$ cat src/sv/xtea_pkg.sv
// Package for the XTEA block decryptor: word and key types, round constants,
// configuration register indexes and the per-step sum helper.
// No dependencies.
package xtea_pkg;

	localparam int unsigned XTEA_ROUNDS   = 32;
	localparam int unsigned WORD_W        = 32;
	localparam int unsigned KEY_WORDS     = 4;
	localparam int unsigned CFG_IDX_W     = 4;

	localparam logic [WORD_W-1:0] XTEA_DELTA     = 32'h9E3779B9;
	localparam logic [WORD_W-1:0] XTEA_DELTA_NEG = 32'h61C88647;

	typedef logic [WORD_W-1:0] word_t;
	typedef logic [KEY_WORDS-1:0][WORD_W-1:0] xtea_key_t;

	// One 64-bit block moving down the pipeline
	typedef struct packed {
		word_t v0;
		word_t v1;
	} xtea_blk_t;

	// Configuration register indexes
	typedef enum logic [CFG_IDX_W-1:0] {
		KEY_IDX_0 = 4'd0,
		KEY_IDX_1 = 4'd1,
		KEY_IDX_2 = 4'd2,
		KEY_IDX_3 = 4'd3
	} cfg_idx_t;

	// Running sum after 'steps' decrements, starting at rounds * delta (mod 2^32)
	function automatic word_t xtea_sum(input int unsigned rounds, input int unsigned steps);
		logic [63:0] acc;
		acc = 64'(rounds) * 64'(XTEA_DELTA) + 64'(steps) * 64'(XTEA_DELTA_NEG);
		return acc[WORD_W-1:0];
	endfunction

endpackage

$ cat src/sv/xtea_half_round.sv
// One pipeline stage of XTEA decryption: a half round that updates one word
// using a fixed sum and key lane. Depends on xtea_pkg.
module xtea_half_round #(
	parameter xtea_pkg::word_t SUM     = '0,
	parameter bit              UPD_V0  = 1'b0
) (
	input  logic                 clk,
	input  logic                 arst_n,
	input  logic                 en,
	input  xtea_pkg::xtea_key_t  key,
	input  logic                 in_valid,
	input  xtea_pkg::xtea_blk_t  in_blk,
	output logic                 out_valid,
	output xtea_pkg::xtea_blk_t  out_blk
);
	import xtea_pkg::*;

	// Key lane is fixed per stage: bits 12:11 of the sum for the v1 half, 1:0 for v0
	localparam logic [1:0] KSEL = UPD_V0 ? SUM[1:0] : SUM[12:11];

	word_t     src, mix, sk, delta;
	xtea_blk_t nxt;
	logic      valid_s1;
	xtea_blk_t blk_s1;

	// Feistel half: mix the other word, xor with sum+key, subtract
	always_comb begin
		src   = UPD_V0 ? in_blk.v1 : in_blk.v0;
		mix   = ((src << 4) ^ (src >> 5)) + src;
		sk    = SUM + key[KSEL];
		delta = mix ^ sk;
		nxt   = in_blk;
		if (UPD_V0) begin
			nxt.v0 = in_blk.v0 - delta;
		end else begin
			nxt.v1 = in_blk.v1 - delta;
		end
	end

	always_ff @(posedge clk or negedge arst_n) begin
		if (!arst_n) begin
			valid_s1 <= 1'b0;
		end else if (en) begin
			valid_s1 <= in_valid;
		end
	end

	always_ff @(posedge clk) begin
		if (en) begin
			blk_s1 <= nxt;
		end
	end

	assign out_valid = valid_s1;
	assign out_blk   = blk_s1;

endmodule

$ cat config.mk
export PLATFORM = sky130hd
export DESIGN_NAME = xtea_half_round
export DESIGN_NICKNAME = d
export VERILOG_FILES = /design/src/sv/xtea_pkg.sv /design/src/sv/xtea_half_round.sv
export SDC_FILE = /design/constraint.sdc
export NUM_CORES = 1
export LEC_CHECK = 0
export ABC_AREA = 1
export CORE_MARGIN = 10
export CORE_UTILIZATION = 35
export DETAILED_ROUTE_END_ITERATION = 16
export DONT_BUFFER_PORTS = 1
export PLACE_DENSITY_LB_ADDON = 0.1
export SKIP_CTS_REPAIR_TIMING = 1
export SYNTH_ARGS = -nofsm -noshare
export SYNTH_HDL_FRONTEND = slang
export SYNTH_SLANG_ARGS = --single-unit
$ cat constraint.sdc
create_clock -name clk -period 0.8 [get_ports clk]
set_input_delay 0.24 -clock clk [delete_from_list [all_inputs] [get_ports clk]]
set_output_delay 0.24 -clock clk [all_outputs]
set_load 0.005 [all_outputs]
# [Yosys cells after proc, flatten, opt, wreduce, memory -nomap -nowiden]
# Index checks and enable logic that the tools add are counted.
[totals] register_bits=65 input_bits=196 word_cells=7
[classes] n_addsub=2 n_bitwise=2
[op_table] operator="$add 32x32->32" count=1
[op_table] operator="$sub 32x32->32" count=1
[op_table] operator="$xor 32x27->32" count=1
[op_table] operator="$xor 32x32->32" count=1

# [Logic depth before layout (Yosys ltp)]
# Gate-level depths: netlist of run 1.
[depth] depth_word=4 ltp_mapped=24 mapped_depth_nobuf=24

# [Least setup slack after synthesis of run 1]
# OpenSTA, ideal clock, no wires.
[synth_timing] path_kind="in2reg" start="input port in_blk[32] (netlist bit)" end="register blk_s1 (netlist bit out_blk[27]), data pin" t_arrival_ns=2.630 required_ns=0.548 slack_ns=-2.082 path_stages=20 path_cell_list="ha_1 > inv_1 > fa_1 > inv_1 > nand3_1 > nand2_2 > a21oi_2 > o21ai_2 > nand2_1 > nand3b_1 > nand2_1 > ha_1 > a21o_1 > a21oi_1 > nor2_1 > nor2_1 > o21a_1 > nand2_1 > nand2_1 > nand2_1"
[synth_rtl] element="from (decl)" line_no="xtea_half_round.sv:12" text="input xtea_pkg::xtea_blk_t in_blk,"
[synth_rtl] element="to (signal assigned)" line_no="xtea_half_round.sv:50" text="blk_s1 <= nxt;"
[synth_rtl] element="to (decl)" line_no="xtea_half_round.sv:24" text="xtea_blk_t blk_s1;"

==> summary.txt, run 1 <==
Synth
  • Syn_area_per_cell: 7.45 um2
  • YS warnings: 0
  • Post-synthesis compound-gate area fraction: 0.101
  • Flops & latches, synth: 65
  • Syn Std Cell Area: 6530 um2
  • Yosys cell types: 40
  • Post-synth top area share: 0.294
  • Cells after Synth: 876
  • Cell taking the most area after synthesis: edfxtp_1
  • Post-synthesis xor/xnor area fraction: 0.121
  • Syn Nets: 1140
  • Adder-cell share of the synthesized area: 0.133
  • Top cells by area, synth: edfxtp_1 (29%), nand2_1 (14%), ha_1 (13%)
  • Largest family of logic cells by synthesized area: simple AND/OR/NAND/NOR gates
  • Multiplexer share of the synthesized area: 0.00172
  • Simple-gate portion of the synthesized area: 0.284
  • Sequential cell area fraction in the yosys report: 0.298

Timing
  • RSZ-0062 raised after global routing: yes
  • Final setup violation count: 97
  • Worst setup margin: -1.97 ns
  • Hold Vio Cnt, Final: 0
  • Achievable frequency: 0.361 GHz
  • Tcrit/Tclk final: 3.47
  • Fin crit period: 2.77 ns
  • Least-Margin Pin Slew: 0.459 ns
  • Fin Hold WS: 0.00382 ns
  • Clock skew: 0 ns
  • Max-slew headroom: 0.693
  • Final number of max-transition violations: 0

Outcome
  • Violations in the final reports: setup timing
  • Status: complete, but fails checks

GRT
  • Initial antenna violation count: 0
  • Gr usage total: 0.179
  • Grt total ovfl: 0
  • Number of global-route vias before repair: 6296
  • First-pass GRT wire length: 33700 um
  • Pin count of the biggest net entering global routing: 66

CTS
  • Max H-tree Level: 3
  • Maximum buffer depth of the clock tree: 2
  • CTS tree: done
  • Worst-skew pair later-pin latency: 0.35 ns
  • Cts bufs inserted: 9
  • Reg clk slew, reported paths: 0.06 ns
  • CTS sink cnt: 65
  • Clk root buf: clkbuf_16

Route
  • Drt first-iter violations: 267
  • Vias/cell: 4.94
  • 1st-pass router iterations: 5
  • DR WL/cell: 18.4 um
  • Final WL: 24900 um
  • Via count: 6676
  • Detail Route Antenna Nets: 0
  • DRC viols: 0

Setup path
  • Crit path DAT: 2.88 ns
  • Critical path required time: 0.91 ns
  • WS Path Type: input port to flop
  • Critical Path Fanout Max: 4
  • Crit end category: flop
  • Setup crit start kind: input port
  • R2R setup slack: 0.05 ns

Cells and area
  • Commonest non-fill, non-tap cell in the layout: buf_4
  • Area Growth Syn to Fin: 70.2%
  • Most frequent cells in the layout: buf_4 (175), nand2_1 (149), nand2_2 (82)
  • Design Area, Final: 11100 um2
  • Antenna Cells: 0
  • Nets: 1382
  • Layout cells sized above 1: 0.532

Min path
  • Hold Crit Class: input port to flop

Die
  • Die ar.: 24500 um2
  • Initial Util: 0.360
  • Die Span Y: 157 um
  • Core area: 18100 um2
  • DIE WIDTH: 157 um
  • FP Rows: 49
  • IO Pins: 261

Power and ir drop
  • VDD IR max: 0.00128 V
  • Leakage power: 4.80 nW
  • Post-layout total power: 27.1 mW
  • Pwr/cell area: 2440 nW/um2

Place
  • Placer Congestion: 0.893
  • HPWL Detailed: 18500 um
  • Port Buffers: 0
  • Placed inst area: 8230 um2

Flow run
  • Max-cap violations: 0
==> worst paths after layout <==
check / start / end / cells after the start
worst max-delay path: in_blk[52] / out_blk[28] / 19
max in group asynchronous: arst_n / out_valid / 1
worst min register to register: out_valid / out_valid / 1
worst max register to register: out_valid / out_valid / 1
min in group asynchronous: arst_n / out_valid / 1
worst min-delay path: en / out_blk[62] / 0
==> cell type report <==
class | instances | area (um2)
timing repair buffer | 231 | 1900
tap | 229 | 287
fill | 1520 | 7030
clock buffer | 9 | 225
multi-input combinational | 703 | 6300
sequential | 65 | 1950
inverter | 108 | 408
clock inverter | 7 | 46.3
==> metal layers <==
| metal | global-route usage | vias up | part of all wire |
|---|---|---|---|
| met1 | 0.219 | 3099 | 0.42 |
| met2 | 0.305 | 177 | 0.50 |
| met5 | 0 | - | 0 |
| met3 | 0.0444 | 44 | 0.052 |
| li1 | - | 3356 | - |
| met4 | 0.0517 | 0 | 0.028 |
==> state kept, by name, indices dropped and copies added (netlist names) <==
register	count
out_valid	1
out_blk	64
==> Yosys cell counts <==
cell	instances
nor2_2	6
o21bai_2	1
o211a_1	1
or2_4	1
mux2_2	1
o21bai_1	7
nor3_2	2
nor4_1	3
dfrtp_1	1
o21ai_0	19
o21a_1	7
ha_1	66
nor3_1	7
and3_1	1
xnor2_1	23
inv_2	5
a21oi_1	61
o21ai_2	2
or2_1	2
nand2_1	245
and2_1	1
inv_1	103
a21o_1	7
nand2_2	16
o211ai_1	2
nand4_1	10
edfxtp_1	64
a21boi_0	2
nor2_1	83
nand3b_1	5
o21ai_1	2
nand2_4	2
nand3_1	41
and2_4	2
xor2_1	67
nand3_2	3
a31o_2	1
a21oi_2	1
fa_1	2
a31oi_1	1
==> where the power goes <==
part	switching, mW	internal [mW]
combinational	9.19	8.73
clock	1.67	2.09
sequential	0.464	4.98
total	11.3	15.8
==> worst max-delay path: stages <==
cell and delay, ns:
xor2_1 0.14, ha_1 0.41, nand2_2 0.13, nor2_4 0.12
inv_2 0.07, nor2_4 0.12, buf_4 0.11, nand3_1 0.12
nand4_1 0.13, nand2_2 0.08, ha_4 0.33, nand2_4 0.07
buf_6 0.12, nor2_4 0.08, inv_2 0.06, nor4_2 0.25
nand2_1 0.13, nand3_1 0.10, nand2_1 0.05
==> metrics by stage <==
| stage | TNS (ns) | util | std cells | worst slack, ns |
|---|---|---|---|---|
| 3_5_place_dp | -66.01 | 0.453 | 1261 | -2.46 |
| 6_report | -64.17 | 0.613 | 1352 | -1.97 |
| 4_1_cts | -67.60 | 0.468 | 1277 | -2.12 |
| 3_3_place_gp | -65.96 | 0.453 | 1261 | -2.46 |
| 5_1_grt | -69.47 | 0.613 | 1352 | -2.17 |
| 2_1_floorplan | -52.75 | - | 876 | -2.01 |
==> logic make-up (layout without fill, tap and decap cells) <==
family	after synthesis	after routing
and+or+nand+nor	430	430
muxes	1	1
DFF	65	65
xor gates and xnor gates	90	90
AOI/OAI and AO/OA	114	114
adders and majority gates	68	68
buffers and inverters	108	355
Note: power is estimated with default switching activity, not from simulation.
==> run 2, diff against run 1 <==
CTS_BUF_LIST = sky130_fd_sc_hd__clkbuf_4   (was not set)
==> summary.txt, run 2 (synthesized netlist as in run 1, its figures left out) <==
Outcome
  • Status: complete, but fails checks (unchanged)
  • Violations in the final reports: hold timing, setup timing (was setup timing)

Place
  • Placer Congestion: 0.893 (unchanged)
  • HPWL Detailed: 18500 um (unchanged)
  • Placed inst area: 8230 um2 (unchanged)
  • Worst slack, placed: -2.46 ns (unchanged)
  • Port Buffers: 0 (unchanged)

Power and ir drop
  • Comb power frac: 0.698 (was 0.661)
  • Part of the power in registers: 0.217 (was 0.201)
  • VDD IR max: 0.00106 V (was 0.00128 V)
  • Internal Dissipation: 14.1 mW (was 15.8 mW)
  • Switching power: 10.9 mW (was 11.3 mW)
  • Clk network pwr share: 0.085 (was 0.139)
  • Leakage power: 4.74 nW (was 4.80 nW)
  • Sw Share: 0.435 (was 0.418)
  • Pwr/cell area: 2290 nW/um2 (was 2440 nW/um2)

Timing
  • Fin Hold WS: -0.147 ns (was 0.00382 ns)
  • Final setup violation count: 96 (was 97)
  • Hold Vio Cnt, Final: 66 (was 0)
  • Fin crit period: 2.66 ns (was 2.77 ns)
  • Final number of max-transition violations: 0 (unchanged)
  • Least-Margin Pin Slew: 0.454 ns (was 0.459 ns)
  • Tcrit/Tclk final: 3.32 (was 3.47)
  • RSZ-0062 raised after global routing: yes (unchanged)
  • Achievable frequency: 0.376 GHz (was 0.361 GHz)
  • Max-slew headroom: 0.696 (was 0.693)
  • Worst setup margin: -1.86 ns (was -1.97 ns)
  • Clock skew: 0 ns (unchanged)

Route
  • Drt first-iter violations: 276 (was 267)
  • Detail Route Antenna Nets: 0 (unchanged)
  • Final WL: 24300 um (was 24900 um)
  • Vias/cell: 4.85 (was 4.94)
  • DR WL/cell: 17.9 um (was 18.4 um)
  • DRC viols: 0 (unchanged)
  • Via count: 6567 (was 6676)
  • 1st-pass router iterations: 5 (unchanged)

Setup path
  • Reg2reg path depth: 1 (unchanged)
  • Setup crit start kind: input port (unchanged)
  • Crit path DAT: 2.91 ns (was 2.88 ns)
  • Critical Path Fanout Max: 5 (was 4)
  • WS Path Type: input port to flop (unchanged)
  • Critical path required time: 1.06 ns (was 0.91 ns)
  • R2R setup slack: 0.04 ns (was 0.05 ns)
  • Worst r2r dst: out_valid (unchanged)
  • Critical path launch point: in_blk[47] (was in_blk[52])
  • Worst r2r src: out_valid (unchanged)
  • CP endpoint: out_blk[28] (unchanged)
  • Crit end category: flop (unchanged)

Cells and area
  • Fill count: 1523 (was 1520)
  • Most frequent cells in the layout: buf_4 (179), nand2_1 (163), inv_1 (81) (was buf_4 (175), nand2_1 (149), nand2_2 (82))
  • Nets: 1383 (was 1382)
  • Commonest non-fill, non-tap cell in the layout: buf_4 (unchanged)
  • Largest register FFs: 64 (unchanged)
  • Layout cells sized above 1: 0.510 (was 0.532)
  • Design Area, Final: 10900 um2 (was 11100 um2)
  • Seq. cell area: 1950 um2 (unchanged)
  • Multi-input gate area: 6260 um2 (was 6300 um2)
  • Area Growth Syn to Fin: 67.4% (was 70.2%)

GRT
  • Gr usage total: 0.178 (was 0.179)
  • First-pass GRT wire length: 33500 um (was 33700 um)
  • Number of global-route vias before repair: 6284 (was 6296)
  • Initial antenna violation count: 1 (was 0)
  • Grt total ovfl: 0 (unchanged)
  • Pin count of the biggest net entering global routing: 66 (unchanged)

CTS
  • CTS sink cnt: 65 (unchanged)
  • Maximum buffer depth of the clock tree: 2 (unchanged)
  • Clk root buf: clkbuf_4 (was clkbuf_16)
  • Reg clk slew, reported paths: 0.14 ns (was 0.06 ns)
  • Cts bufs inserted: 9 (unchanged)
  • Max H-tree Level: 3 (unchanged)
  • CTS tree: done (unchanged)
  • Worst-skew pair later-pin latency: 0.47 ns (was 0.35 ns)

Die
  • Die ar.: 24500 um2 (unchanged)
  • Die Span Y: 157 um (unchanged)
  • Initial Util: 0.360 (unchanged)
  • DIE WIDTH: 157 um (unchanged)
  • Core area: 18100 um2 (unchanged)
  • IO Pins: 261 (unchanged)
  • FP Rows: 49 (unchanged)

Min path
  • HP Start: in_blk[47] (was en)
  • Hold Crit Class: input port to flop (unchanged)

Flow run
  • Max-cap violations: 0 (unchanged)
run 2: cell count changes in the layout (fill, tap and decap cells not counted), sizes merged:
cell	change
buf	+1
diode	+1
run 2: worst min-delay path by stage:
stage          cells past startpoint  slack (ns)           to
2_1_floorplan                      0       -0.06    out_valid
5_1_grt                            0       -0.18  out_blk[47]
6_report                           0       -0.15  out_blk[47]
3_5_place_dp                       0       -0.06    out_valid
3_3_place_gp                       0       -0.06    out_valid
4_1_cts                            0       -0.60    out_valid
run 2: power groups by stage:
stage                     clock [mW]  combinational, mW  sequential [mW]
after CTS                       2.18               12.3             5.49
after floorplan                    0               7.30             5.34
after detailed placement           0               12.2             5.57
after global placement             0               12.2             5.57
after global routing            2.28               19.0             5.55
final                           2.12               17.5             5.43
run 2: worst max-delay path: stages:
cell	delay, ns
xor2_4	0.22
ha_4	0.25
a21oi_4	0.20
nor2_2	0.08
nor2_2	0.16
and2_4	0.19
nand2_4	0.08
nand2_4	0.08
nand2_4	0.06
xnor2_4	0.15
ha_4	0.33
nand2_4	0.06
buf_6	0.11
nor2_4	0.06
inv_2	0.06
nor4_2	0.28
nand2_1	0.14
nand3_1	0.10
nand2_1	0.05
run 2: final cells by class:
type | count | share of cell area
timing repair buffer | 232 | 0.174
antenna | 1 | 0.000229
multi-input combinational | 703 | 0.572
sequential | 65 | 0.178
clock buffer | 9 | 0.00618
clock inverter | 7 | 0.00423
tap | 229 | 0.0262
inverter | 108 | 0.0382
run 2: layer usage:
metal / vias up / share of wire / track usage
li1: 3353 / - / -
met1: 3031 / 0.42 / 0.217
met3: 31 / 0.055 / 0.0510
met2: 152 / 0.50 / 0.303
met4: 0 / 0.019 / 0.0436
met5: - / 0 / 0
run 2: per-stage QoR:
stage	std cells	TNS, ns	power, mW	util
2_1_floorplan	876	-52.75	12.6	-
3_3_place_gp	1261	-65.96	17.8	0.453
3_5_place_dp	1261	-66.01	17.8	0.453
4_1_cts	1277	-73.34	19.9	0.460
5_1_grt	1354	-75.34	26.9	0.602
6_report	1354	-69.17	25.0	0.602
