## src/sv/xtea_pkg.sv

```systemverilog
// Package for the XTEA block decryptor: word and key types, round constants,
// configuration register indexes and the per-step sum helper.
// No dependencies.
package xtea_pkg;

	localparam int unsigned XTEA_ROUNDS   = 32;
	localparam int unsigned WORD_W        = 32;
	localparam int unsigned KEY_WORDS     = 4;
	localparam int unsigned CFG_IDX_W     = 4;

	localparam logic [WORD_W-1:0] XTEA_DELTA     = 32'h9E3779B9;
	localparam logic [WORD_W-1:0] XTEA_DELTA_NEG = 32'h61C88647;

	typedef logic [WORD_W-1:0] word_t;
	typedef logic [KEY_WORDS-1:0][WORD_W-1:0] xtea_key_t;

	// One 64-bit block moving down the pipeline
	typedef struct packed {
		word_t v0;
		word_t v1;
	} xtea_blk_t;

	// Configuration register indexes
	typedef enum logic [CFG_IDX_W-1:0] {
		KEY_IDX_0 = 4'd0,
		KEY_IDX_1 = 4'd1,
		KEY_IDX_2 = 4'd2,
		KEY_IDX_3 = 4'd3
	} cfg_idx_t;

	// Running sum after 'steps' decrements, starting at rounds * delta (mod 2^32)
	function automatic word_t xtea_sum(input int unsigned rounds, input int unsigned steps);
		logic [63:0] acc;
		acc = 64'(rounds) * 64'(XTEA_DELTA) + 64'(steps) * 64'(XTEA_DELTA_NEG);
		return acc[WORD_W-1:0];
	endfunction

endpackage

```

## src/sv/xtea_if.sv

```systemverilog


interface xtea_cfg_if;
	logic                                valid;
	logic                                ready;
	logic [xtea_pkg::CFG_IDX_W-1:0]      index;
	xtea_pkg::word_t                     data;

	modport source (output valid, output index, output data, input ready);
	modport sink   (input valid, input index, input data, output ready);
endinterface

```

## src/sv/xtea_key_regs.sv

```systemverilog
// Key register file of the XTEA decryptor: four 32-bit key words written
// over the configuration channel. Depends on xtea_pkg and xtea_if.
module xtea_key_regs (
	input  logic               clk,
	input  logic               arst_n,
	xtea_cfg_if.sink           cfg,
	output xtea_pkg::xtea_key_t key
);
	import xtea_pkg::*;

	xtea_key_t key_q;
	logic      wr_en;

	assign cfg.ready = 1'b1;
	assign wr_en     = cfg.valid & cfg.ready;
	assign key       = key_q;

	// Register write; indexes past the key words are dropped
	always_ff @(posedge clk or negedge arst_n) begin
		if (!arst_n) begin
			key_q <= '0;
		end else if (wr_en) begin
			case (cfg.index)
				KEY_IDX_0: key_q[0] <= cfg.data;
				KEY_IDX_1: key_q[1] <= cfg.data;
				KEY_IDX_2: key_q[2] <= cfg.data;
				KEY_IDX_3: key_q[3] <= cfg.data;
				default:   key_q    <= key_q;
			endcase
		end
	end

	a_key0_wr: assert property (@(posedge clk) disable iff (!arst_n)
		wr_en && cfg.index == KEY_IDX_0 |=> key_q[0] == $past(cfg.data))
		else $error("key word 0 not updated");
	a_key3_wr: assert property (@(posedge clk) disable iff (!arst_n)
		wr_en && cfg.index == KEY_IDX_3 |=> key_q[3] == $past(cfg.data))
		else $error("key word 3 not updated");
	a_no_wr: assert property (@(posedge clk) disable iff (!arst_n)
		!wr_en |=> $stable(key_q))
		else $error("key changed without a write");

endmodule

```

## src/flat_wrapper.sv

```systemverilog
// flat-port wrapper written by rule: the top's interface ports become plain ports
module xtea_key_regs_flat import xtea_pkg::*;
  (clk, arst_n, key, cfg_valid, cfg_index, cfg_data, cfg_ready);
  xtea_cfg_if cfg_i ();
  input  logic clk;
  input  logic arst_n;
  output xtea_pkg::xtea_key_t key;
  input wire logic [$bits(cfg_i.valid)-1:0] cfg_valid;
  input wire logic [$bits(cfg_i.index)-1:0] cfg_index;
  input wire logic [$bits(cfg_i.data)-1:0] cfg_data;
  output wire logic [$bits(cfg_i.ready)-1:0] cfg_ready;
  assign cfg_i.valid = cfg_valid;
  assign cfg_i.index = cfg_index;
  assign cfg_i.data = cfg_data;
  assign cfg_ready = cfg_i.ready;
  xtea_key_regs u_core (.clk(clk), .arst_n(arst_n), .cfg(cfg_i), .key(key));
endmodule
```

## config.mk

```make
export PLATFORM = sky130hd
export DESIGN_NAME = xtea_key_regs_flat
export DESIGN_NICKNAME = d
export VERILOG_FILES = /design/src/sv/xtea_pkg.sv /design/src/sv/xtea_if.sv /design/src/sv/xtea_key_regs.sv /design/src/flat_wrapper.sv
export SDC_FILE = /design/constraint.sdc
export NUM_CORES = 1
export LEC_CHECK = 0
export ABC_AREA = 0
export BUFFER_PORTS_ARGS = -buffer_cell sky130_fd_sc_hd__buf_2
export CAP_MARGIN = 20
export CORE_MARGIN = 5
export CORE_UTILIZATION = 30
export DETAILED_ROUTE_END_ITERATION = 10
export PLACE_DENSITY_LB_ADDON = 0.2
export SYNTH_ARGS = -nofsm -noshare
export SYNTH_HDL_FRONTEND = slang
export SYNTH_SLANG_ARGS = --single-unit
```

## constraint.sdc

```tcl
create_clock -name clk -period 1 [get_ports clk]
set_input_delay 0.1 -clock clk [delete_from_list [all_inputs] [get_ports clk]]
set_output_delay 0.1 -clock clk [all_outputs]
set_load 0.05 [all_outputs]
```

# Yosys cells after proc, flatten, opt, wreduce, memory -nomap -nowiden
# Cells that the tools add are included.
dict set report totals {
  regBits 128
  latch_bits 0
  ramBits 0
  romBits 0
  output_inout_bits 129
  wordCells 12
  memories 0
}
dict set report op_classes {
  addsub 0
  multipliers 0
  n_div 0
  order_cmp 0
  eq_ne 3
  shift 0
  mux 0
  n_bitwise 0
  n_reduce_logical 5
}
# operator n
set op_table {}
lappend op_table {{4-bit by 2-bit == test with 1-bit output (second input constant)} 2}
lappend op_table {{2-bit AND reduction} 4}
lappend op_table {{4-bit by 1-bit == test with 1-bit output (second input constant)} 1}
lappend op_table {{4-bit logical NOT} 1}

# Longest topological paths before layout
# Gate-level depths: netlist (run 1).
dict set report depth {
  depth_word 2
  depth_mapped 4
  mapped_depth_nobuf 3
}

# Worst setup path before layout (run 1)
# Ideal clock, no wire load.
dict set report synth_timing {
  kind {input port to flip-flop}
  start {input cfg_index[1]}
  end {register u_core.key_q (netlist bit u_core.key[100])}
  arrival_time_ps 1100
  path_slack_ps -225
  stages 4
  n_path_buf 1
  cell_sequence {nand2_1 > nor4b_4 > buf_6 > mux2_2}
}
dict set report synth_between {
  elab_chain_len 2
}
# item line_no
set synth_lines {}
lappend synth_lines {{start, declared} flat_wrapper.sv:9} ;# input wire logic [$bits(cfg_i.index)-1:0] cfg_index;
lappend synth_lines {{4-bit by 2-bit == test with 1-bit output} xtea_key_regs.sv:23} ;# case (cfg.index)
lappend synth_lines {{2-bit AND reduction (no line)} n/a}
lappend synth_lines {{end signal, assigned} xtea_key_regs.sv:28} ;# default: key_q <= key_q;
lappend synth_lines {{end, declared} xtea_key_regs.sv:11} ;# xtea_key_t key_q;
# No other way between the ends.
# A chain may end at the register's enable or synchronous reset.

# Worst setup path in the final report (run 1)
dict set report layout_timing {
  start {register u_core.key_q (netlist bit u_core.key[35])}
  end {output key[35] (netlist bit)}
}
# item line_no
set layout_lines {}
lappend layout_lines {{end, declared} flat_wrapper.sv:7} ;# output xtea_pkg::xtea_key_t key;
# No word-level cell between the ends.

==> results.yml, run 1 <==
yosys:
  syn_avg_cell_area_sq_um: 17.5
  synth_cells: 277
  synth.distinct_cells: 13
  mappedNetlistArea_sq_mm: 0.00484
  synth_fp_nets: 316
  ys_seq_elements: 128
  seq_area_frac_synth_pct: 66.2
  yosys_warnings: 0
route:
  detail_route.wl_per_cell_um: 17.4
  ant_nets: 0
  viasPerCell: 4.33
  drc_errors: 0
  drt_pass1_iterations: 4
  drtIter0Drc: 108
  vias: 3409
  finalWirelength_um: 13700
placed_design:
  gp_congestion: 0.738
  dp.cells: 665
  hpwl_um: 8680
  portBuffers: 166
  postPlaceCellArea_sq_mm: 0.00637
finish:
  diodes: 0
  final_area_sq_mm: 0.00854
  fillCellCount: 1265
  area_growth_pct: 76.6
  drive_gt1_share_pct: 71.5
  layoutNonFillerInstCount: 787
  largest_register_ff_count: 128
  finalNetCount: 599
sta:
  maxSlewViolCount: 0
  tns_ps: -7060
  fmax_mhz: 928
  period_share_pct: 108
  setup_viol: 133
  period_minus_slack_ps: 1080
  final_hold_viol_count: 0
  rsz0062_at_grt: "yes"
  fin_ws_ps: -77.7
  fin_worst_skew_ps: 0
setup_path:
  cp.required_ps: 900
  max_stage_delay_ps: 400
  crit_path_start_kind: "register"
  crit_buf_inv: 1
  crit_fanout: 2
  critPathKind: "register to output pin"
  worst_setup_path_end_kind: "output pin"
  crit_chain: "buf_6"
  crit_arrival_ps: 980
  crit_family: "flip-flops"
  crit_slowest_cell: "dfrtp_1"
clocking:
  clock_sinks: 128
  path_clk_slew_ps: 60
  cts_root_buf: "clkbuf_16"
  numCtsBuffers: 17
  cts_tree: "done"
  clk_path_buf_depth: 2
  htreeDepth: 4
  clock_latency_ps: 400
global_routing:
  grt_usage_pct: 14.7
  antenna_found_initial: 0
  grt_max_degree: 33
  grt_pass1_wl_um: 21100
  grt_pass1_vias: 3790
  grt_overflow: 0
die:
  die-area_sq_mm: 0.0188
  ioPinCount: 168
  rows: 46
  die_h_um: 137
  core_area_sq_mm: 0.0158
  start_util_pct: 30.6
  die_w_um: 137
power:
  p_leak_nw: 4.17
  p_per_area_mw_per_mm2: 2720
  power_mw: 23.3
  ir_worst_vdd_mv: 1.26
outcome:
  status: "finished with violations"
  failed_checks: "setup timing"
hold_path:
  min_path_type: "input pin to asynchronous set/reset pin"
run:
  drv_cap: 0
## per-stage QoR
step	utilization (%)	hold WS (ps)	setup slack, ps
2_1_floorplan	-	-196	-203
3_3_place_gp	40.3	47.3	-398
3_5_place_dp	40.3	48.1	-444
4_1_cts	52.6	147	-116
5_1_grt	54.0	168	-118
6_report	54.0	162	-77.7
## placed cells by master (no fill, tap or decap), drive strengths merged
master,synthesis,layout
nand3b,1,1
buf,13,243
nor2,1,1
nand2,1,1
nor4b,1,1
bufinv,0,1
nand3,1,1
dfrtp,128,128
dlygate4sd3,0,33
clkinv,0,4
clkinvlp,0,1
nor4,1,1
clkbuf,0,25
mux2,128,128
conb,1,1
and2b,1,1
## area by class of cell
cell class                 count  area (sq um)  share of cell area (%)
sequential                   128          3210                    37.5
timing repair buffer         277          2710                    31.8
tap                          216           270                    3.16
multi-input combinational    136          1800                    21.0
clock buffer                  24           502                    5.87
clock inverter                 6          57.6                   0.674
## cells by family (layout without fill, tap and decap cells)
family	count (synthesis)	count (layout)	share of synthesized area, %
flip-flops	128	128	66.2
other	1	1	0.0775
buffers and inverters	13	307	2.25
multiplexers	128	128	29.8
AND/OR/NAND/NOR	7	7	1.68
## cell usage after synthesis
cell | instances | share of area, %
mux2_1 | 6 | 1.4
buf_6 | 3 | 0.70
nand3b_2 | 1 | 0.23
and2b_1 | 1 | 0.16
nand3_2 | 1 | 0.21
nor4_4 | 1 | 0.44
nor4b_4 | 1 | 0.49
buf_4 | 10 | 1.6
conb_1 | 1 | 0.078
nand2_1 | 1 | 0.078
nor2_1 | 1 | 0.078
mux2_2 | 122 | 28
dfrtp_1 | 128 | 66
## metal layers
metal	vias up	global-route usage, %	share of wire (%)
met3	13	5.92	7.5
met2	106	24.2	51
met1	1736	17.3	40
met4	0	5.32	1.3
met5	-	0	0
li1	1554	-	-
## what timing repair did
action / in CTS / in global routing
gates resized for setup: 256 / 9
setup buffers: 35 / 23
endpoints found under the setup margin: 129 / 150
pin swaps: 0 / 1
cloned: 0 / 1
hold buffers: 33 / 0
endpoints found under the hold margin: 256 / 0
## report_power, final
part	total [mW]	internal [mW]	switching, mW	leakage, nW
Sequential	7.35	6.41	0.936	1.57
Combinational	10.1	4.36	5.76	2.33
Clock	5.80	3.70	2.10	0.278
## final timing paths
path	depth (start not counted)	end	slack, ps	from
setup reg to reg	3	u_core.key[75]$_DFFE_PN0P_	-30	u_core.key[75]$_DFFE_PN0P_
min in group clk	4	u_core.key[80]$_DFFE_PN0P_	270	cfg_index[0]
hold reg to reg	1	u_core.key[126]$_DFFE_PN0P_	520	u_core.key[126]$_DFFE_PN0P_
hold / removal	2	u_core.key[36]$_DFFE_PN0P_	160	arst_n
max in group asynchronous	3	u_core.key[78]$_DFFE_PN0P_	320	arst_n
setup / recovery	1	key[35]	-80	u_core.key[35]$_DFFE_PN0P_
Power figures use the tool's default switching activity.
==> run 2: changes to the inputs <==
--- a/config.mk
+++ b/config.mk
@@ -8,9 +8,12 @@
 export ABC_AREA = 0
 export BUFFER_PORTS_ARGS = -buffer_cell sky130_fd_sc_hd__buf_2
 export CAP_MARGIN = 20
+export CELL_PAD_IN_SITES_DETAIL_PLACEMENT = 1
+export CELL_PAD_IN_SITES_GLOBAL_PLACEMENT = 2
 export CORE_MARGIN = 5
 export CORE_UTILIZATION = 30
 export DETAILED_ROUTE_END_ITERATION = 10
+export GPL_ROUTABILITY_DRIVEN = 0
 export PLACE_DENSITY_LB_ADDON = 0.2
 export SYNTH_ARGS = -nofsm -noshare
 export SYNTH_HDL_FRONTEND = slang
==> constraint.sdc (replaced) <==
create_clock -name clk -period 1.2 [get_ports clk]
set_input_delay 0.12 -clock clk [delete_from_list [all_inputs] [get_ports clk]]
set_output_delay 0.12 -clock clk [all_outputs]
set_load 0.05 [all_outputs]
==> run 2 against run 1 <==
  * The run now ends clean
  * Register-to-register slack improved by 440 ps
  * Global-route usage down 0.49 points
  * Largest cell class unchanged
  * Combinational power decreased by 38%
==> results.yml, run 2 (synthesized netlist as in run 1, its figures left out) <==
setup_path:
  crit_slowest_cell: "dfrtp_1"
  cp.required_ps: 1080
  crit_buf_inv: 1
  crit_family: "flip-flops"
  crit_path_start_kind: "register"
  crit_fanout: 2
  critPathKind: "register to output pin"
  crit_chain: "buf_2"
  worst_setup_path_end_kind: "output pin"
  max_stage_delay_ps: 350
  crit_arrival_ps: 1030
finish:
  final_cell_mix: "buf_2, dfrtp_1, mux2_2"
  drive_gt1_share_pct: 66.1
  regArea_sq_mm: 0.00320
  multiInputGateArea_sq_mm: 0.00153
  finalNetCount: 538
  area_growth_pct: 45.1
  final_area_sq_mm: 0.00702
  diodes: 0
  largest_register_ff_count: 128
  mostFrequentLayoutCell: "buf_2"
  fillCellCount: 1636
sta:
  fmax_mhz: 867
  setup_viol: 0
  fin_ws_ps: 46.8
  tns_ps: 0
  rsz0062_at_grt: "no"
  fin_worst_skew_ps: 0
  final_hold_viol_count: 0
  period_minus_slack_ps: 1150
  period_share_pct: 96.1
  maxSlewViolCount: 0
power:
  p_comb_share_pct: 36.8
  p_leak_nw: 3.42
  power_frac_clock_pct: 28.9
  swShare_pct: 40.3
  p_per_area_mw_per_mm2: 2430
  p_seq_share_pct: 34.2
  ir_worst_vdd_mv: 1.01
  internal_power_mw: 10.2
  p_sw_mw: 6.87
clocking:
  htreeDepth: 4
  clock_latency_ps: 400
  clk_path_buf_depth: 2
  clock_sinks: 128
  cts_tree: "done"
  numCtsBuffers: 17
  cts_root_buf: "clkbuf_16"
  cts_setup_buffers: 0
  path_clk_slew_ps: 50
route:
  drtIter0Drc: 37
  detail_route.wl_per_cell_um: 17.7
  viasPerCell: 4.36
  vias: 3168
  finalWirelength_um: 12800
  drc_errors: 0
  ant_nets: 0
  drt_pass1_iterations: 4
die:
  start_util_pct: 30.6
  rows: 46
  ioPinCount: 168
  die_w_um: 137
  core_area_sq_mm: 0.0158
  die_h_um: 137
  die-area_sq_mm: 0.0188
global_routing:
  antenna_found_initial: 0
  grt_pass1_wl_um: 20000
  grt_pass1_vias: 3545
  grt_overflow: 0
  grt_usage_pct: 14.2
  grt_max_degree: 26
placed_design:
  postPlaceCellArea_sq_mm: 0.00606
  portBuffers: 166
  dp_slack_ps: -245
  hpwl_um: 9310
hold_path:
  min_path_type: "input pin to asynchronous set/reset pin"
run:
  drv_cap: 0
outcome:
  status: "completed"
## run 2: power groups by stage
| stage | Clock, mW | Combinational, mW | Sequential, mW |
|---|---|---|---|
| 3_5_place_dp | 0 | 6.16 | 5.91 |
| 4_1_cts | 5.07 | 6.26 | 5.85 |
| 3_3_place_gp | 0 | 6.10 | 5.87 |
| 6_report | 4.93 | 6.28 | 5.83 |
| 5_1_grt | 5.28 | 6.55 | 5.97 |
| 2_1_floorplan | 0 | 0.918 | 9.45 |
## run 2: final cells by class
class,instances,share of cell area [%]
Sequential cell,128,45.6
Clock buffer,23,6.81
Clock inverter,7,1.21
Timing Repair Buffer,216,20.6
Tap cell,216,3.85
Multi-Input combinational cell,136,21.9
## run 2: per-stage QoR
step / power [mW] / hold slack, ps / util (%) / std cells
floorplan: 10.4 / -176 / - / 277
global placement: 12.0 / 81.2 / 38.3 / 663
detailed placement: 12.1 / 79.6 / 38.3 / 663
CTS: 17.2 / 184 / 43.9 / 726
global route: 17.8 / 194 / 44.3 / 726
finish: 17.0 / 188 / 44.3 / 726
## run 2: layer usage
metal / track usage, % / part of all wire [%]
met5: 0 / 0
met4: 5.65 / 1.6
met3: 5.99 / 9.1
met2: 23.0 / 50
met1: 16.7 / 40
## run 2: worst paths after layout
kind	to	cells past startpoint	from	slack, ps
setup / recovery	key[8]	1	u_core.key[8]$_DFFE_PN0P_	50
hold / removal	u_core.key[37]$_DFFE_PN0P_	2	arst_n	190
setup reg to reg	u_core.key[126]$_DFFE_PN0P_	1	u_core.key[126]$_DFFE_PN0P_	410
hold reg to reg	u_core.key[92]$_DFFE_PN0P_	1	u_core.key[92]$_DFFE_PN0P_	480
max in group asynchronous	u_core.key[16]$_DFFE_PN0P_	3	arst_n	440
min in group clk	u_core.key[101]$_DFFE_PN0P_	4	cfg_index[3]	360
## run 2: timing repair
action                                  in CTS  in global routing
hold endpoints to repair                   219                  0
gates cloned                                 0                  0
endpoints found under the setup margin       1                 27
gates resized for setup                      1                 27
hold buffers                                33                  0
==> run 3: changes to the inputs <==
--- a/config.mk
+++ b/config.mk
@@ -14,7 +14,7 @@
 export CORE_UTILIZATION = 30
 export DETAILED_ROUTE_END_ITERATION = 10
 export GPL_ROUTABILITY_DRIVEN = 0
-export PLACE_DENSITY_LB_ADDON = 0.2
+export PLACE_DENSITY = 0.69
 export SYNTH_ARGS = -nofsm -noshare
 export SYNTH_HDL_FRONTEND = slang
 export SYNTH_SLANG_ARGS = --single-unit
==> run 3 against run 2 <==
  * Clock power up 6.1%
  * Worst hold slack got worse by 170 ps
  * Final area is 0.14% higher
  * Non-clock buffer count fell by 8
  * Die area did not move
  * Global-route usage is 0.15 points lower
  * First-iteration DRC count rose by 78%
  * Critical path depth did not move
  * Largest cell class unchanged
  * Sequential share of layout area is 0.065 points lower
  * Critical path type unchanged
  * Combinational power barely moved
  * Setup slack lost 9.5 ps
==> results.yml, run 3 (synthesized netlist as in run 1, its figures left out) <==
outcome:
  status: "completed"
clocking:
  cts_root_buf: "clkbuf_16"
  clock_sinks: 128
  path_clk_slew_ps: 60
  cts_tree: "done"
  clk_path_buf_depth: 2
  numCtsBuffers: 17
  clock_latency_ps: 410
  htreeDepth: 4
run:
  drv_cap: 0
finish:
  drive_gt1_share_pct: 66.2
  diodes: 0
  final_cell_mix: "dfrtp_1, buf_2, mux2_2"
  multiInputGateArea_sq_mm: 0.00153
  fillCellCount: 1643
  largest_register_ff_count: 128
  area_growth_pct: 45.3
  final_area_sq_mm: 0.00703
  layoutNonFillerInstCount: 719
  finalNetCount: 530
  regArea_sq_mm: 0.00320
  mostFrequentLayoutCell: "dfrtp_1"
  utilization_pct: 44.4
hold_path:
  min_path_type: "input pin to register"
global_routing:
  antenna_found_initial: 0
  grt_pass1_vias: 3525
  grt_max_degree: 77
  grt_overflow: 0
  grt_usage_pct: 14.0
  grt_pass1_wl_um: 19900
sta:
  whs_ps: 17.7
  fin_worst_skew_ps: 0
  period_minus_slack_ps: 1160
  fmax_mhz: 860
  maxSlewViolCount: 0
  final_hold_viol_count: 0
  period_share_pct: 96.9
  setup_viol: 0
route:
  detail_route.wl_per_cell_um: 17.7
  viasPerCell: 4.33
  finalWirelength_um: 12700
  drt_pass1_iterations: 4
  drtIter0Drc: 66
  ant_nets: 0
  vias: 3116
  drc_errors: 0
die:
  start_util_pct: 30.6
  ioPinCount: 168
  core_area_sq_mm: 0.0158
  rows: 46
  die_w_um: 137
  die-area_sq_mm: 0.0188
  die_h_um: 137
setup_path:
  cp.required_ps: 1080
  crit_fanout: 2
  worst_setup_path_end_kind: "output pin"
  crit_buf_inv: 1
  max_stage_delay_ps: 360
  crit_family: "flip-flops"
  crit_slowest_cell: "dfrtp_1"
  critPathKind: "register to output pin"
  crit_chain: "buf_2"
  crit_path_start_kind: "register"
  crit_arrival_ps: 1040
power:
  p_leak_nw: 3.38
  p_per_area_mw_per_mm2: 2470
  ir_worst_vdd_mv: 1.13
placed_design:
  postPlaceCellArea_sq_mm: 0.00600
  dp.cells: 656
  hpwl_um: 8770
  portBuffers: 166
==> run 3: changes by cell type in the layout (fill, tap and decap cells not counted), sizes merged <==
cell | before | now
bufinv | 2 | 3
clkinv | 5 | 3
buf | 156 | 138
clkbuf | 50 | 59
clkinvlp | 0 | 4
dlygate4sd3 | 33 | 32
==> run 3: metal layers <==
layer	vias up	GRT usage, %	wire (um)
li1	1417	-	-
met5	-	0	0
met2	104	24.2	6710
met1	1584	15.9	4910
met4	0	4.60	184
met3	11	5.51	921
==> run 3: metrics by stage <==
step | worst slack, ps | power [mW] | TNS (ps)
after CTS | 2.25 | 17.5 | 0
after detailed placement | -212 | 12.1 | -17320
final | 37.3 | 17.4 | 0
after floorplan | -27.0 | 10.4 | -783
after global routing | -0.282 | 18.1 | -0.282
after global placement | -179 | 11.9 | -16300
==> run 3: path summary, 6_finish.rpt <==
kind	cells after the start	slack, ps	to	from
max	1	40	key[98]	u_core.key[98]$_DFFE_PN0P_
min	2	20	u_core.key[29]$_DFFE_PN0P_	cfg_data[29]
max reg2reg	1	410	u_core.key[20]$_DFFE_PN0P_	u_core.key[20]$_DFFE_PN0P_
min reg2reg	1	480	u_core.key[37]$_DFFE_PN0P_	u_core.key[37]$_DFFE_PN0P_
max in group asynchronous	3	550	u_core.key[32]$_DFFE_PN0P_	arst_n
min in group asynchronous	2	50	u_core.key[18]$_DFFE_PN0P_	arst_n
==> run 3: final cells by class <==
type	instances	share of cell area [%]
flip-flops and latches	128	45.6
multi-input cells	136	21.8
repair buffers	208	20.1
clock buffers	21	6.69
well taps	216	3.84
clock inverters	10	1.92
==> run 3: timing repair <==
action                     in CTS  in global routing
setup endpoints to repair       2                 38
gates cloned                    0                  0
hold endpoints to repair      246                  0
buffers inserted                0                  0
pin swaps                       0                  0
hold buffers                   32                  0
resized for setup               2                 38
==> run 3: power breakdown <==
group	internal [mW]	switching, mW
clock	3.41	1.83
sequential	5.33	0.529
combinational	1.70	4.59
